--- src/hw/rtl/x86div_pkg.sv ---
// ----------------------------------------------------------------------------
// x86div_pkg: shared types for the pipelined 64-by-32 divider
// Request type codes, the per-item flag group and the fixed field width.
// ----------------------------------------------------------------------------
package x86div_pkg;

  // Width of every data field on the channels.
  localparam int unsigned FieldBits = 32;

  typedef enum logic {
    REQ_UNSIGNED = 1'b0,
    REQ_SIGNED   = 1'b1
  } req_type_e;

  // Flags that travel with an item down the pipeline.
  typedef struct packed {
    logic err;   // zero divisor or quotient overflow already known
    logic nneg;  // dividend is negative (signed divide)
    logic qneg;  // quotient must be negated (signed divide)
    logic sgn;   // signed divide
  } x86div_flags_t;

endpackage

--- src/hw/rtl/x86div_prep.sv ---
// ----------------------------------------------------------------------------
// x86div_prep: operand preparation stage
// Takes magnitudes of dividend and divisor and flags a zero divisor or an
// overflow that the high dividend word alone already reveals.
// ----------------------------------------------------------------------------
module x86div_prep
  import x86div_pkg::*;
#(
  parameter int unsigned WORD_BITS = 32
) (
  input  logic                 clk_i,
  input  logic                 rst_ni,
  input  logic                 in_valid_i,
  output logic                 in_ready_o,
  input  logic                 req_type_i,
  input  logic [FieldBits-1:0] dividend_high_i,
  input  logic [FieldBits-1:0] dividend_low_i,
  input  logic [FieldBits-1:0] divisor_i,
  output logic                 out_valid_o,
  input  logic                 out_ready_i,
  output logic [WORD_BITS-1:0] rem_o,
  output logic [WORD_BITS-1:0] sh_o,
  output logic [WORD_BITS-1:0] dmag_o,
  output logic [WORD_BITS-1:0] hi_o,
  output logic [WORD_BITS-1:0] lo_o,
  output x86div_flags_t        flags_o
);

  localparam int unsigned TwoBits = 2 * WORD_BITS;

  logic [WORD_BITS-1:0] hi, lo, d, dmag;
  logic [TwoBits-1:0]   num, nmag;
  logic                 sgn, nneg, dneg;
  x86div_flags_t        flags_d, flags_q;
  logic                 valid_q;
  logic [WORD_BITS-1:0] rem_q, sh_q, dmag_q, hi_q, lo_q;

  always_comb begin
    hi   = dividend_high_i[WORD_BITS-1:0];
    lo   = dividend_low_i[WORD_BITS-1:0];
    d    = divisor_i[WORD_BITS-1:0];
    num  = {hi, lo};
    sgn  = (req_type_i == REQ_SIGNED);
    nneg = sgn & num[TwoBits-1];
    dneg = sgn & d[WORD_BITS-1];
    nmag = nneg ? TwoBits'(~num + TwoBits'(1)) : num;
    dmag = dneg ? WORD_BITS'(~d + WORD_BITS'(1)) : d;
    // A high magnitude word at or above the divisor means the quotient needs
    // more than a word, so the iterations below can assume rem < divisor.
    flags_d.err  = (d == '0) || (nmag[TwoBits-1:WORD_BITS] >= dmag);
    flags_d.nneg = nneg;
    flags_d.qneg = nneg ^ dneg;
    flags_d.sgn  = sgn;
  end

  assign in_ready_o = !valid_q || out_ready_i;

  always_ff @(posedge clk_i or negedge rst_ni) begin
    if (!rst_ni) begin
      valid_q <= 1'b0;
    end else if (in_ready_o) begin
      valid_q <= in_valid_i;
    end
  end

  always_ff @(posedge clk_i) begin
    if (in_ready_o && in_valid_i) begin
      rem_q   <= nmag[TwoBits-1:WORD_BITS];
      sh_q    <= nmag[WORD_BITS-1:0];
      dmag_q  <= dmag;
      hi_q    <= hi;
      lo_q    <= lo;
      flags_q <= flags_d;
    end
  end

  assign out_valid_o = valid_q;
  assign rem_o       = rem_q;
  assign sh_o        = sh_q;
  assign dmag_o      = dmag_q;
  assign hi_o        = hi_q;
  assign lo_o        = lo_q;
  assign flags_o     = flags_q;

endmodule

--- config.mk ---
export PLATFORM = sky130hd
export DESIGN_NAME = x86div_prep
export DESIGN_NICKNAME = d
export VERILOG_FILES = /design/src/hw/rtl/x86div_pkg.sv /design/src/hw/rtl/x86div_prep.sv
export SDC_FILE = /design/constraint.sdc
export NUM_CORES = 1
export LEC_CHECK = 0
export ABC_AREA = 1
export BUFFER_PORTS_ARGS = -buffer_cell sky130_fd_sc_hd__buf_2
export CELL_PAD_IN_SITES_DETAIL_PLACEMENT = 1
export CELL_PAD_IN_SITES_GLOBAL_PLACEMENT = 1
export CORE_ASPECT_RATIO = 1.4
export CORE_UTILIZATION = 30
export CTS_CLUSTER_DIAMETER = 120
export DETAILED_ROUTE_END_ITERATION = 7
export PLACE_DENSITY = 0.69
export SYNTH_ARGS = -nofsm -noshare
export SYNTH_HDL_FRONTEND = slang
export SYNTH_SLANG_ARGS = --single-unit
--- constraint.sdc ---
create_clock -name clk_i -period 25.9 [get_ports clk_i]
set_input_delay 2.59 -clock clk_i [delete_from_list [all_inputs] [get_ports clk_i]]
set_output_delay 2.59 -clock clk_i [all_outputs]
set_load 0.01 [all_outputs]
### Yosys cells after proc, flatten, opt, wreduce, memory -nomap -nowiden

Cells that the tools add are included.

| word-level totals | value |
|---|---|
| register bits | 165 |
| input port bits | 101 |
| output and inout bits | 166 |
| word-level logic and storage cells | 25 |

| cells by class | value |
|---|---|
| add/subtract/negate cells | 2 |
| order comparisons | 1 |
| multiplexer cells | 2 |
| bitwise logic cells | 5 |
| reduce and logical (&&, ||, !) cells | 5 |

Operators with widths:

| operator | count |
|---|---|
| $add A64 B1 Y64 const B | 1 |
| $mux W64 | 1 |
| $not A64 Y64 | 1 |
| $add A32 B1 Y32 const B | 1 |
| $ge A32 B32 Y1 | 1 |
| $logic_not A32 Y1 | 1 |
| $mux W32 | 1 |
| $not A32 Y32 | 1 |
| $and A1 B1 Y1 | 2 |
| $logic_or A1 B1 Y1 | 2 |
| $logic_and A1 B1 Y1 | 1 |
| $logic_not A1 Y1 | 1 |
| $xor A1 B1 Y1 | 1 |

### Depth between registers and ports, before layout

Gate-level depths: netlist of run 1.

| logic depth | value |
|---|---|
| depth in word-level cells | 5 |
| gate-level depth with buffers | 22 |
| mapped depth without buffers | 22 |

### Worst setup path before layout of run 1

No wires, ideal clock.

| timing path | value |
|---|---|
| path kind | input-to-reg |
| from | input port in_valid_i |
| to | register dmag_q[0], in the netlist dmag_o[0], enable pin |
| setup time | 0.740 ns |
| arrival time | 10.466 ns |
| required time | 25.160 ns |
| slack | 14.694 ns |
| stages | 2 |
| path buffers | 0 |
| cells stage by stage | inv_1 > a21oi_1 |

| on the way | value |
|---|---|
| word-level cells in the longest chain between the ends | 1 |

Ends and longest elaborated chain:

| element | RTL line | text |
|---|---|---|
| from (decl) | x86div_prep.sv:13 | `input logic in_valid_i,` |
| $logic_and A1 B1 Y1 | x86div_prep.sv:67 | `if (in_ready_o && in_valid_i) begin` |
| to (signal assigned) | x86div_prep.sv:70 | `dmag_q <= dmag;` |
| to (decl) | x86div_prep.sv:36 | `logic [WORD_BITS-1:0] rem_q, sh_q, dmag_q, hi_q, lo_q;` |

Every way passes these cells.
A chain may end at the register's enable or synchronous reset.

### Worst setup path in the final report of run 1

| timing path | value |
|---|---|
| from | input port out_ready_i |
| to | output port in_ready_o |

| on the way | value |
|---|---|
| word-level cells in the longest chain between the ends | 1 |

Ends and longest elaborated chain:

| element | RTL line | text |
|---|---|---|
| from (decl) | x86div_prep.sv:20 | `input logic out_ready_i,` |
| $logic_or A1 B1 Y1 | x86div_prep.sv:56 | `assign in_ready_o = !valid_q \|\| out_ready_i;` |
| to (decl) | x86div_prep.sv:14 | `output logic in_ready_o,` |

Every way passes these cells.

==> flow_results.xml, run 1 <==
<?xml version="1.0" encoding="UTF-8"?>
<metrics>
  <group name="worst_setup_path">
    <metric name="timing.setup.critical_path_class" unit="">in2out</metric>
    <metric name="r2r_slack" unit="ns">23.76</metric>
    <metric name="crit_required" unit="ns">23.31</metric>
    <metric name="arrival" unit="ns">3.00</metric>
    <metric name="worstSetupEndpointType" unit="">primary output</metric>
    <metric name="critical_path.startpoint_type" unit="">input port</metric>
    <metric name="critical_path_peak_fanout" unit="">2</metric>
  </group>
  <group name="timing">
    <metric name="rsz0062_at_grt" unit="">false</metric>
    <metric name="max-slew-margin-rel" unit="%">31.48</metric>
    <metric name="setup_viol" unit="">0</metric>
    <metric name="final.period_utilization" unit="%">21.60</metric>
    <metric name="timing_hold_violations_final" unit="">0</metric>
    <metric name="period_minus_slack" unit="ns">5.595</metric>
    <metric name="finClkSkew" unit="ns">0.008450</metric>
    <metric name="setup_slack" unit="ns">20.31</metric>
    <metric name="max_freq" unit="GHz">0.1787</metric>
    <metric name="tightestPinTransition" unit="ns">1.028</metric>
    <metric name="finalMaxSlewViolations" unit="">0</metric>
    <metric name="totalNegativeSetupSlack" unit="ns">0</metric>
  </group>
  <group name="power_and_ir_drop">
    <metric name="cell_internal_pwr" unit="uW">485.2</metric>
    <metric name="cellLeakagePower" unit="nW">5.099</metric>
    <metric name="max-vdd-ir-drop" unit="V">0.00004526</metric>
    <metric name="switching_share" unit="%">27.79</metric>
    <metric name="p_comb_share" unit="%">16.7</metric>
    <metric name="share_clk_of_total_power" unit="%">35.8</metric>
    <metric name="p_switching" unit="uW">186.8</metric>
    <metric name="power.density_cell_area" unit="mW/mm^2">58.32</metric>
    <metric name="share_seq_of_total_power" unit="%">47.6</metric>
  </group>
  <group name="cts">
    <metric name="insertion_delay" unit="ns">0.44</metric>
    <metric name="htree_levels" unit="">4</metric>
    <metric name="clock-root-buffer" unit="">clkbuf_16</metric>
    <metric name="worst_setup_hold_path_clk_slew" unit="ns">0.06</metric>
    <metric name="post_cts_resized" unit="">0</metric>
    <metric name="cts_setup_buffers" unit="">0</metric>
    <metric name="numClockSinks" unit="">164</metric>
    <metric name="clock_tree_from_tritoncts" unit="">yes</metric>
    <metric name="hold_fix_buffers_cts" unit="">0</metric>
    <metric name="numCtsBuffers" unit="">17</metric>
    <metric name="cts_buffer_depth" unit="">2</metric>
  </group>
  <group name="global_routing">
    <metric name="grt.met2_usage" unit="%">38.09</metric>
    <metric name="grt_pass1_wl" unit="um">45340</metric>
    <metric name="grt_most_used_layer" unit="">met2</metric>
    <metric name="grt_max_degree" unit="">80</metric>
    <metric name="track_usage" unit="%">19.72</metric>
    <metric name="number_of_antenna_violations_at_the_first_check_in_global_routing" unit="">1</metric>
    <metric name="first_global_vias" unit="">8376</metric>
    <metric name="gr-usage-met3" unit="%">3.799</metric>
    <metric name="overflow" unit="">0</metric>
    <metric name="groute.layer.met1.usage" unit="%">20.06</metric>
  </group>
  <group name="placed_design">
    <metric name="dpl_worst_slack" unit="ns">20.04</metric>
    <metric name="numPortBuffers" unit="">266</metric>
    <metric name="post-dp-hpwl" unit="um">24870</metric>
    <metric name="finalWeightedCongestion" unit="">0.8933</metric>
  </group>
  <group name="hold_path">
    <metric name="holdCritPathClass" unit="">reg2reg</metric>
  </group>
  <group name="synthesis">
    <metric name="gate_count_of_the_mapped_netlist" unit="">1019</metric>
    <metric name="synth.ff_latch_count" unit="">164</metric>
    <metric name="xor_and_xnor_fraction_of_the_mapped_netlist_area" unit="%">5.722</metric>
    <metric name="synth.net_count" unit="">1154</metric>
    <metric name="async_flop_share" unit="%">0.6098</metric>
    <metric name="synth-compound-area-share" unit="%">4.155</metric>
    <metric name="synth_area_leader_cell" unit="">edfxtp_1</metric>
    <metric name="syn-cell-area" unit="mm^2">0.009184</metric>
    <metric name="synth_simple_gate_area_share" unit="%">26.02</metric>
    <metric name="synthAdderAreaFrac" unit="%">4.632</metric>
    <metric name="avgSynthCellArea" unit="um^2">9.013</metric>
    <metric name="netlist.area_leader.share" unit="%">53.30</metric>
    <metric name="synth_seq_area_share" unit="%">53.57</metric>
    <metric name="post_synth_mux_area_share" unit="%">0.1226</metric>
    <metric name="post_synth_main_area_contributors" unit="">edfxtp_1 53%, nand2_1 11%, nor2_1 6.5%</metric>
    <metric name="yosys.cell_types.count" unit="">36</metric>
    <metric name="main_combinational_cell_family_by_area_after_synthesis" unit="">simple AND/OR/NAND/NOR gates</metric>
    <metric name="warnings_from_yosys" unit="">0</metric>
    <metric name="ys_dominant_reg_cell" unit="">edfxtp_1</metric>
    <metric name="synth_edf_count" unit="">163</metric>
  </group>
  <group name="floorplan">
    <metric name="die_height" unit="um">209.0</metric>
    <metric name="initial_core_util" unit="%">30.58</metric>
    <metric name="placement_rows" unit="">75</metric>
    <metric name="die_width" unit="um">149.9</metric>
    <metric name="boundaryPins" unit="">267</metric>
    <metric name="design.die.area" unit="mm^2">0.03133</metric>
    <metric name="core_region_area" unit="mm^2">0.03003</metric>
  </group>
  <group name="layout">
    <metric name="flow.area_growth_from_synthesis" unit="%">25.46</metric>
    <metric name="share_of_layout_cells_above_drive_strength_1" unit="%">25.78</metric>
    <metric name="design.final.nets" unit="">1429</metric>
  </group>
  <group name="run">
    <metric name="drv_cap" unit="">0</metric>
  </group>
  <group name="drt">
    <metric name="postRouteAntennaNets" unit="">0</metric>
    <metric name="wl" unit="um">30150</metric>
    <metric name="first_iter_violations" unit="">294</metric>
    <metric name="route.detailed.vias_per_inst" unit="">4.641</metric>
    <metric name="route.detailed.drc" unit="">0</metric>
    <metric name="routed_wire_length_per_instance" unit="um">17.81</metric>
    <metric name="detailroute.via_count" unit="">7858</metric>
    <metric name="detailedRoute.firstPassIterationCount" unit="">5</metric>
  </group>
  <group name="outcome">
    <metric name="status" unit="">finished clean</metric>
  </group>
</metrics>
[layout make-up]
cell class	count	area [um^2]
Tap cell	385	481.7
Clock inverter	14	125.1
Inverter	124	465.4
Clock buffer	18	429.2
Antenna cell	1	2.502
Sequential cell	164	4920
Timing Repair Buffer	269	1354
Fill cell	3628	18510
Multi-Input combinational cell	718	3745
[cell usage after synthesis (3+ instances only)]
cell / count
nor4_1: 3
inv_2: 3
nor3_1: 6
nand2_4: 3
nand3_1: 61
nor2_4: 6
nor2_1: 159
xnor2_1: 14
inv_1: 121
ha_1: 34
edfxtp_1: 163
nand4_1: 13
or2_2: 3
nand2_2: 6
a21oi_1: 34
buf_2: 10
nand3b_1: 12
o21ai_1: 6
nand2_1: 265
o21ai_0: 24
nor2_2: 10
xor2_1: 46
[through the flow]
| step | instances | power [mW] | utilization (%) | hold WS [ns] | area [um^2] |
|---|---|---|---|---|---|
| 3_5_place_dp | 1660 | 0.4389 | 36.52 | 0.5858 | 10970 |
| 2_1_floorplan | 1019 | 0.3906 | - | 0.6094 | 9184 |
| 4_1_cts | 1692 | 0.6817 | 38.36 | 0.5999 | 11520 |
| 5_1_grt | 1692 | 0.7016 | 38.36 | 0.6057 | 11520 |
| 6_report | 1693 | 0.6720 | 38.37 | 0.5852 | 11520 |
| 3_3_place_gp | 1660 | 0.4353 | 36.52 | 0.5569 | 10970 |
[worst paths after layout]
| kind | start | end | depth (start not counted) |
|---|---|---|---|
| setup / recovery | out_ready_i | in_ready_o | 4 |
| hold / removal | out_valid_o | out_valid_o | 2 |
| setup reg to reg | out_valid_o | dmag_o[21] | 2 |
| hold reg to reg | out_valid_o | out_valid_o | 2 |
| max in group asynchronous | rst_ni | out_valid_o | 1 |
| min in group asynchronous | rst_ni | out_valid_o | 1 |
[cell usage in the layout (no fill, tap or decap), drive strengths merged]
cell type and n:
nand3 62, o21ai 31, buf 269, xor2 46
nand4 14, nor2 176, clkinv 4, bufinv 1
inv 128, nor3 7, o21bai 1, o211ai 2
a21oi 34, nand2 274, a21o 1, clkbuf 18
dfrtp 1, o21a 1, o31ai 2, xnor2 14
mux2 1, nand3b 12, or2 3, diode 1
edfxtp 163, nor4 3, clkinvlp 5, ha 34
[power groups by stage]
stage / logic [mW] / clock network [mW] / registers [mW]
after floorplan: 0.0525 / 0 / 0.338
after global placement: 0.111 / 0 / 0.325
after detailed placement: 0.113 / 0 / 0.325
after CTS: 0.114 / 0.247 / 0.320
after global routing: 0.126 / 0.255 / 0.321
final: 0.112 / 0.240 / 0.320
[cells by family (layout without fill, tap and decap cells)]
group / count (synthesis) / in the layout
AO/OA/AOI/OAI: 72 / 72
XOR/XNOR: 60 / 60
flip-flops: 164 / 164
AND/OR/NAND/NOR: 551 / 551
buffers and inverters: 137 / 425
adder cells (fa/ha/maj): 34 / 34
other: 0 / 1
multiplexers: 1 / 1
[sequential cells by signal, indices dropped and copies added, names as in the netlist]
register	cells
sh_o	32
out_valid_o	1
dmag_o	32
flags_o	4
rem_o	32
lo_o	31
hi_o	32
[critical path, cell delays in order]
cell	delay, ns
buf_2	0.09
inv_1	0.09
nand2_1	0.08
buf_2	0.15
[layer usage]
metal | part of all wire, % | wire, um
met4 | 3.0 | 901
met2 | 55 | 16700
met3 | 4.6 | 1396
met1 | 37 | 11150
met5 | 0 | 0
(Power assumes the default switching activity.)
==> run 2: changes to the inputs <==
==> constraint.sdc (replaced) <==
create_clock -name clk_i -period 5.57 [get_ports clk_i]
set_input_delay 0.557 -clock clk_i [delete_from_list [all_inputs] [get_ports clk_i]]
set_output_delay 0.557 -clock clk_i [all_outputs]
set_load 0.01 [all_outputs]
==> run 2 against run 1 <==
Net effect:
- count of clock-buffer cells in the layout down 1
- utilization unchanged
- sequential power rose to 4.7 times the previous value
- clock power rose to 4.5 times the previous value
- critical endpoint is now flags_o[3]
==> flow_results.xml, run 2 (synthesis results as in run 1) <==
<?xml version="1.0" encoding="UTF-8"?>
<metrics>
  <group name="outcome">
    <metric name="status" unit="">finished clean</metric>
  </group>
  <group name="timing">
    <metric name="setup_viol" unit="">0</metric>
    <metric name="finClkSkew" unit="ns">0.01340</metric>
    <metric name="max_freq" unit="GHz">0.3270</metric>
    <metric name="period_minus_slack" unit="ns">3.058</metric>
    <metric name="totalNegativeSetupSlack" unit="ns">0</metric>
    <metric name="rsz0062_at_grt" unit="">false</metric>
    <metric name="tightestPinTransition" unit="ns">1.018</metric>
    <metric name="finalMaxSlewViolations" unit="">0</metric>
    <metric name="final.period_utilization" unit="%">54.90</metric>
    <metric name="max-slew-margin-rel" unit="%">32.15</metric>
    <metric name="timing_hold_violations_final" unit="">0</metric>
  </group>
  <group name="power_and_ir_drop">
    <metric name="cellLeakagePower" unit="nW">5.102</metric>
    <metric name="cell_internal_pwr" unit="mW">2.212</metric>
    <metric name="max-vdd-ir-drop" unit="V">0.0001796</metric>
    <metric name="share_seq_of_total_power" unit="%">48.0</metric>
    <metric name="p_comb_share" unit="%">16.9</metric>
    <metric name="share_clk_of_total_power" unit="%">35.1</metric>
    <metric name="power.total" unit="mW">3.097</metric>
    <metric name="switching_share" unit="%">28.57</metric>
    <metric name="power.density_cell_area" unit="mW/mm^2">268.8</metric>
    <metric name="p_switching" unit="uW">884.7</metric>
  </group>
  <group name="floorplan">
    <metric name="design.die.area" unit="mm^2">0.03133</metric>
    <metric name="core_region_area" unit="mm^2">0.03003</metric>
    <metric name="boundaryPins" unit="">267</metric>
    <metric name="initial_core_util" unit="%">30.58</metric>
    <metric name="placement_rows" unit="">75</metric>
    <metric name="die_width" unit="um">149.9</metric>
    <metric name="die_height" unit="um">209.0</metric>
  </group>
  <group name="global_routing">
    <metric name="groute.layer.met1.usage" unit="%">21.08</metric>
    <metric name="grt_max_degree" unit="">164</metric>
    <metric name="number_of_antenna_violations_at_the_first_check_in_global_routing" unit="">1</metric>
    <metric name="first_global_vias" unit="">8197</metric>
    <metric name="overflow" unit="">0</metric>
    <metric name="gr-usage-met3" unit="%">3.559</metric>
    <metric name="grt.met2_usage" unit="%">37.45</metric>
    <metric name="track_usage" unit="%">19.74</metric>
    <metric name="grt_pass1_wl" unit="um">45510</metric>
    <metric name="grt_most_used_layer" unit="">met2</metric>
  </group>
  <group name="hold_path">
    <metric name="min-delay-start" unit="">dividend_low_i[0]</metric>
    <metric name="hold-path-endpoint" unit="">sh_o[0]</metric>
    <metric name="hold_depth" unit="">1</metric>
    <metric name="holdCritPathClass" unit="">in2reg</metric>
  </group>
  <group name="drt">
    <metric name="routed_wire_length_per_instance" unit="um">17.81</metric>
    <metric name="route.detailed.vias_per_inst" unit="">4.681</metric>
    <metric name="wl" unit="um">30170</metric>
    <metric name="detailroute.via_count" unit="">7930</metric>
    <metric name="detailedRoute.firstPassIterationCount" unit="">4</metric>
    <metric name="route.detailed.drc" unit="">0</metric>
    <metric name="postRouteAntennaNets" unit="">0</metric>
    <metric name="first_iter_violations" unit="">321</metric>
  </group>
  <group name="layout">
    <metric name="num-fill-cells" unit="">3634</metric>
    <metric name="share_of_layout_cells_above_drive_strength_1" unit="%">25.61</metric>
    <metric name="design.final.nets" unit="">1430</metric>
    <metric name="most-common-layout-cells" unit="">266 x buf_2, 265 x nand2_1, 163 x edfxtp_1</metric>
    <metric name="final_common_cell" unit="">buf_2</metric>
    <metric name="postLayoutCoreUtil" unit="%">38.37</metric>
    <metric name="flow.area_growth_from_synthesis" unit="%">25.46</metric>
  </group>
  <group name="worst_setup_path">
    <metric name="arrival" unit="ns">3.37</metric>
    <metric name="cell_depth_of_the_worst_flop_to_flop_path" unit="">2</metric>
    <metric name="worst_r2r_startpoint" unit="">out_valid_o</metric>
    <metric name="r2r_slack" unit="ns">3.76</metric>
    <metric name="critical_path_peak_fanout" unit="">44</metric>
    <metric name="crit-reg2reg-capture" unit="">rem_o[6]</metric>
    <metric name="worst_path_most_repeated_cell" unit="">nand2_1</metric>
    <metric name="crit_required" unit="ns">5.88</metric>
    <metric name="timing.setup.critical_path_class" unit="">in2reg</metric>
    <metric name="cp_slowest_stage_delay" unit="ns">0.61</metric>
    <metric name="worstSetupEndpointType" unit="">register</metric>
    <metric name="timing.critical_path.slowest_stage_cell" unit="">inv_2</metric>
    <metric name="critical_path.cell_chain" unit="">buf_2 &gt; nand2_1 &gt; buf_4 &gt; inv_2 &gt; buf_4 &gt; o21ai_0 &gt; nand4_1 &gt; nand2_1 &gt; ha_1 &gt; nand2_1 &gt; nor2_1 &gt; nand4_1 &gt; a21oi_1 &gt; nor2_1 &gt; nand3_1</metric>
    <metric name="critical_path.startpoint_type" unit="">input port</metric>
  </group>
  <group name="placed_design">
    <metric name="post-dp-hpwl" unit="um">24410</metric>
    <metric name="finalWeightedCongestion" unit="">0.8307</metric>
    <metric name="numPortBuffers" unit="">266</metric>
  </group>
  <group name="cts">
    <metric name="clock-root-buffer" unit="">clkbuf_16</metric>
    <metric name="cts_buffer_depth" unit="">2</metric>
    <metric name="htree_levels" unit="">4</metric>
    <metric name="hold_fix_buffers_cts" unit="">1</metric>
    <metric name="numClockSinks" unit="">164</metric>
    <metric name="post_cts_resized" unit="">0</metric>
    <metric name="clock_tree_from_tritoncts" unit="">yes</metric>
    <metric name="worst_setup_hold_path_clk_slew" unit="ns">0.06</metric>
    <metric name="insertion_delay" unit="ns">0.45</metric>
    <metric name="cts_setup_buffers" unit="">0</metric>
    <metric name="numCtsBuffers" unit="">17</metric>
  </group>
  <group name="run">
    <metric name="drv_cap" unit="">0</metric>
  </group>
</metrics>
## run 2: cell types whose count changed in the layout (fill, tap and decap cells not counted), sizes merged
| cell | delta |
|---|---|
| clkinvlp | -2 |
| clkbuf | -1 |
| dlygate4sd3 | +1 |
| clkinv | +4 |
| bufinv | -1 |
## run 2: worst max-delay path, delay by kind of cell
kind,cells,cell delay (ns)
buffers and inverters,4,1.34
AND/OR/NAND/NOR,8,0.80
AO/OA/AOI/OAI,2,0.35
adder cells (fa/ha/maj),1,0.29
## run 2: power by group through the flow
stage	sequential [mW]	clock, mW	combinational, mW
2_1_floorplan	1.56	0	0.245
3_3_place_gp	1.51	0	0.516
3_5_place_dp	1.51	0	0.531
4_1_cts	1.49	1.12	0.535
5_1_grt	1.49	1.16	0.586
6_report	1.49	1.09	0.525
## run 2: worst max-delay path by stage
stage | start | end | slack [ns] | depth (start not counted)
final | req_type_i | flags_o[3] | 2.51 | 15
after global routing | req_type_i | flags_o[3] | 2.19 | 15
after floorplan | out_ready_i | dmag_o[0] | 1.77 | 2
after global placement | req_type_i | flags_o[3] | 2.08 | 15
after CTS | req_type_i | flags_o[3] | 2.52 | 15
after detailed placement | req_type_i | flags_o[3] | 2.03 | 15
## run 2: area by class of cell
cell class / count / area (um^2) / share of cell area, %
Multi-Input combinational cell: 718 / 3745 / 32.50
Clock buffer: 17 / 425.4 / 3.692
Clock inverter: 15 / 106.4 / 0.9230
Timing Repair Buffer: 270 / 1376 / 11.94
Inverter: 124 / 465.4 / 4.040
Tap cell: 385 / 481.7 / 4.181
Sequential cell: 164 / 4920 / 42.70
Antenna cell: 1 / 2.502 / 0.02172
## run 2: metal layers
layer | wire length (um) | up-vias
li1 | - | 3901
met1 | 11340 | 3779
met2 | 16490 | 203
met3 | 1459 | 47
met4 | 872 | 0
met5 | 0 | -
## run 2: stage by stage
stage	setup WS, ns	std cells	area, um^2	hold WS, ns
final	2.512	1694	11520	0.3156
after global routing	2.186	1693	11520	0.3032
after CTS	2.517	1693	11520	0.2895
after detailed placement	2.034	1660	10980	0.3340
after global placement	2.076	1660	10980	0.3321
after floorplan	1.773	1019	9195	0.2614
==> run 3: changes to the inputs <==
--- a/config.mk
+++ b/config.mk
@@ -5,7 +5,7 @@
 export SDC_FILE = /design/constraint.sdc
 export NUM_CORES = 1
 export LEC_CHECK = 0
-export ABC_AREA = 1
+export ABC_AREA = 0
 export BUFFER_PORTS_ARGS = -buffer_cell sky130_fd_sc_hd__buf_2
 export CELL_PAD_IN_SITES_DETAIL_PLACEMENT = 1
 export CELL_PAD_IN_SITES_GLOBAL_PLACEMENT = 1
@@ -13,7 +13,7 @@
 export CORE_UTILIZATION = 30
 export CTS_CLUSTER_DIAMETER = 120
 export DETAILED_ROUTE_END_ITERATION = 7
-export PLACE_DENSITY = 0.69
+export PLACE_DENSITY = 0.67
 export SYNTH_ARGS = -nofsm -noshare
 export SYNTH_HDL_FRONTEND = slang
 export SYNTH_SLANG_ARGS = --single-unit
==> constraint.sdc (replaced) <==
create_clock -name clk_i -period 3.15 [get_ports clk_i]
set_input_delay 0.315 -clock clk_i [delete_from_list [all_inputs] [get_ports clk_i]]
set_output_delay 0.315 -clock clk_i [all_outputs]
set_load 0.01 [all_outputs]
==> run 3 against run 2 <==
Net effect:
- wire length fell by 13%
- worst hold slack got worse by 0.24 ns
- die area down 13%
- register-to-register slack got worse by 2.4 ns
- clock power grew 110%
- synthesized area shrank 13%
- critical endpoint unchanged
- largest cell class unchanged
- highest routed layer is now met5
==> flow_results.xml, run 3 <==
<?xml version="1.0" encoding="UTF-8"?>
<metrics>
  <group name="worst_setup_path">
    <metric name="critical_path_peak_fanout" unit="">6</metric>
    <metric name="critical_path.startpoint_type" unit="">input port</metric>
    <metric name="worstSetupEndpointType" unit="">register</metric>
    <metric name="arrival" unit="ns">3.32</metric>
    <metric name="crit_required" unit="ns">3.32</metric>
    <metric name="timing.setup.critical_path_class" unit="">in2reg</metric>
  </group>
  <group name="synthesis">
    <metric name="synth.ff_latch_count" unit="">164</metric>
    <metric name="synth_seq_area_share" unit="%">61.57</metric>
    <metric name="gate_count_of_the_mapped_netlist" unit="">602</metric>
    <metric name="synth_area_leader_cell" unit="">edfxtp_1</metric>
    <metric name="ys_dominant_reg_cell" unit="">edfxtp_1</metric>
    <metric name="ys_top_cells_by_count" unit="">163 x edfxtp_1, 63 x xor2_1, 46 x xnor2_1</metric>
    <metric name="async_flop_share" unit="%">0.6098</metric>
    <metric name="synth_edf_count" unit="">163</metric>
    <metric name="synth.net_count" unit="">737</metric>
    <metric name="syn-cell-area" unit="mm^2">0.007990</metric>
    <metric name="avgSynthCellArea" unit="um^2">13.27</metric>
    <metric name="warnings_from_yosys" unit="">0</metric>
    <metric name="yosys.cell_types.count" unit="">51</metric>
    <metric name="synthMostInstantiatedCell" unit="">edfxtp_1</metric>
    <metric name="netlist.area_leader.share" unit="%">61.26</metric>
    <metric name="post_synth_main_area_contributors" unit="">edfxtp_1 61%, xor2_1 6.9%, ha_1 5.3%</metric>
  </group>
  <group name="timing">
    <metric name="tightestPinTransition" unit="ns">0.6177</metric>
    <metric name="totalNegativeSetupSlack" unit="ns">0</metric>
    <metric name="finalMaxSlewViolations" unit="">0</metric>
    <metric name="max_freq" unit="GHz">0.3181</metric>
    <metric name="period_minus_slack" unit="ns">3.144</metric>
    <metric name="setup_slack" unit="ns">0.006219</metric>
    <metric name="rsz0062_at_grt" unit="">true</metric>
    <metric name="final.period_utilization" unit="%">99.80</metric>
    <metric name="setup_viol" unit="">0</metric>
    <metric name="timing_hold_violations_final" unit="">0</metric>
    <metric name="finClkSkew" unit="ns">0.006448</metric>
    <metric name="max-slew-margin-rel" unit="%">58.44</metric>
  </group>
  <group name="placed_design">
    <metric name="post-dp-hpwl" unit="um">20430</metric>
    <metric name="numPortBuffers" unit="">266</metric>
    <metric name="dpl_worst_slack" unit="ns">-0.8665</metric>
    <metric name="placedInstanceArea" unit="mm^2">0.01095</metric>
    <metric name="finalWeightedCongestion" unit="">0.8116</metric>
  </group>
  <group name="power_and_ir_drop">
    <metric name="share_seq_of_total_power" unit="%">44.0</metric>
    <metric name="p_switching" unit="mW">1.508</metric>
    <metric name="switching_share" unit="%">25.29</metric>
    <metric name="cellLeakagePower" unit="nW">5.184</metric>
    <metric name="p_comb_share" unit="%">17.6</metric>
    <metric name="max-vdd-ir-drop" unit="V">0.0003848</metric>
    <metric name="share_clk_of_total_power" unit="%">38.4</metric>
    <metric name="cell_internal_pwr" unit="mW">4.457</metric>
    <metric name="power.density_cell_area" unit="mW/mm^2">496.5</metric>
  </group>
  <group name="layout">
    <metric name="multi_input_gate_area_in_the_final_layout" unit="mm^2">0.003099</metric>
    <metric name="design.final.nets" unit="">1192</metric>
    <metric name="share_of_layout_cells_above_drive_strength_1" unit="%">48.32</metric>
    <metric name="most-common-layout-cells" unit="">262 x buf_2, 171 x buf_4, 163 x edfxtp_1</metric>
    <metric name="ff_latch_area" unit="mm^2">0.004920</metric>
    <metric name="postLayoutCoreUtil" unit="%">45.88</metric>
    <metric name="flow.area_growth_from_synthesis" unit="%">50.38</metric>
    <metric name="num-fill-cells" unit="">2872</metric>
    <metric name="layout.cell_area.non_filler" unit="mm^2">0.01202</metric>
    <metric name="final_common_cell" unit="">buf_2</metric>
  </group>
  <group name="drt">
    <metric name="route.detailed.drc" unit="">0</metric>
    <metric name="routed_wire_length_per_instance" unit="um">18.83</metric>
    <metric name="postRouteAntennaNets" unit="">0</metric>
    <metric name="first_iter_violations" unit="">236</metric>
    <metric name="wl" unit="um">26320</metric>
    <metric name="route.detailed.vias_per_inst" unit="">4.725</metric>
    <metric name="detailedRoute.firstPassIterationCount" unit="">4</metric>
    <metric name="detailroute.via_count" unit="">6606</metric>
  </group>
  <group name="floorplan">
    <metric name="die_height" unit="um">195.1</metric>
    <metric name="boundaryPins" unit="">267</metric>
    <metric name="design.die.area" unit="mm^2">0.02730</metric>
    <metric name="placement_rows" unit="">70</metric>
    <metric name="die_width" unit="um">139.9</metric>
    <metric name="core_region_area" unit="mm^2">0.02619</metric>
    <metric name="initial_core_util" unit="%">30.51</metric>
  </group>
  <group name="cts">
    <metric name="clock_tree_from_tritoncts" unit="">yes</metric>
    <metric name="insertion_delay" unit="ns">0.44</metric>
    <metric name="worst_setup_hold_path_clk_slew" unit="ns">0.06</metric>
    <metric name="cts_buffer_depth" unit="">2</metric>
    <metric name="numClockSinks" unit="">164</metric>
    <metric name="clock-root-buffer" unit="">clkbuf_16</metric>
    <metric name="htree_levels" unit="">4</metric>
    <metric name="numCtsBuffers" unit="">17</metric>
  </group>
  <group name="global_routing">
    <metric name="first_global_vias" unit="">6995</metric>
    <metric name="grt_max_degree" unit="">53</metric>
    <metric name="track_usage" unit="%">19.50</metric>
    <metric name="grt_pass1_wl" unit="um">39680</metric>
    <metric name="number_of_antenna_violations_at_the_first_check_in_global_routing" unit="">5</metric>
    <metric name="overflow" unit="">0</metric>
  </group>
  <group name="hold_path">
    <metric name="holdCritPathClass" unit="">in2reg</metric>
  </group>
  <group name="outcome">
    <metric name="status" unit="">finished clean</metric>
  </group>
  <group name="run">
    <metric name="drv_cap" unit="">0</metric>
  </group>
</metrics>
run 3: cell count changes after synthesis, sizes merged, moves of 12 or more:
cell / before / now
nor3: 7 / 25
o21ai: 31 / 14
nor4: 3 / 15
nand2: 274 / 17
xnor2: 14 / 46
nand3: 62 / 8
nor2: 176 / 38
xor2: 46 / 64
a31oi: 0 / 19
inv: 124 / 31
run 3: through the flow:
stage,hold slack [ns],cells,power [mW]
2_1_floorplan,0.01941,602,3.121
3_3_place_gp,0.09011,1337,3.643
3_5_place_dp,0.09148,1337,3.669
4_1_cts,0.06046,1387,6.005
5_1_grt,0.08089,1398,6.188
6_report,0.07840,1398,5.965
run 3: final cells by class:
class	count	share of cell area [%]
antenna	4	0.08331
clock buffer	18	3.572
clock inverter	14	1.739
inverter	31	0.9684
multi-input combinational	394	25.79
sequential	164	40.95
tap	324	3.374
timing repair buffer	449	23.52
run 3: path summary, 6_finish.rpt:
| check | start | endpoint | slack, ns | cells past startpoint |
|---|---|---|---|---|
| setup / recovery | divisor_i[8] | flags_o[3] | 0.006 | 14 |
| hold / removal | in_valid_i | out_valid_o | 0.08 | 2 |
| setup reg to reg | out_valid_o | dmag_o[25] | 1.35 | 3 |
| hold reg to reg | out_valid_o | out_valid_o | 0.53 | 2 |
| max in group asynchronous | rst_ni | out_valid_o | 2.89 | 2 |
| min in group asynchronous | rst_ni | out_valid_o | 0.17 | 2 |
run 3: cell families (layout without fill, tap and decap cells):
| group | Yosys count | in the layout | synth area share [%] |
|---|---|---|---|
| buffers and inverters | 44 | 512 | 2.130 |
| other | 0 | 4 | 0 |
| xor gates and xnor gates | 110 | 110 | 12.15 |
| adders and majority gates | 34 | 34 | 5.324 |
| and+or+nand+nor | 146 | 146 | 10.49 |
| DFF | 164 | 164 | 61.57 |
| AOI/OAI and AO/OA | 104 | 104 | 8.331 |
run 3: what timing repair did:
item	in CTS	in global routing
buffers inserted	18	6
gates resized for setup	19	19
hold endpoints to repair	1	0
gates cloned	0	1
hold buffers	1	0
pin swaps	22	19
setup endpoints to repair	1	1
run 3: worst max-delay path, stage by stage:
cell	delay, ns
buf_6	0.09
or4_4	0.58
nor4_4	0.28
buf_4	0.16
nand3_2	0.07
buf_6	0.15
o21ai_2	0.14
xor2_1	0.26
ha_1	0.31
a21oi_1	0.13
o21ai_1	0.08
a221o_1	0.40
a221oi_4	0.23
o21ai_1	0.11
run 3: power groups by stage:
stage / registers [mW] / logic, mW / clock network (mW)
after floorplan: 2.76 / 0.365 / 0
after global placement: 2.67 / 0.974 / 0
after detailed placement: 2.67 / 0.998 / 0
after CTS: 2.63 / 1.04 / 2.33
after global routing: 2.64 / 1.15 / 2.40
final: 2.62 / 1.05 / 2.29
run 3: metal layers:
metal  global-route usage (%)  up-vias  wire (um)
met1                    20.09     3206       9771
li1                         -     3176          -
met4                    8.344        2        780
met3                    3.458       39        950
met2                    37.98      183      14800
met5                        0        -         18
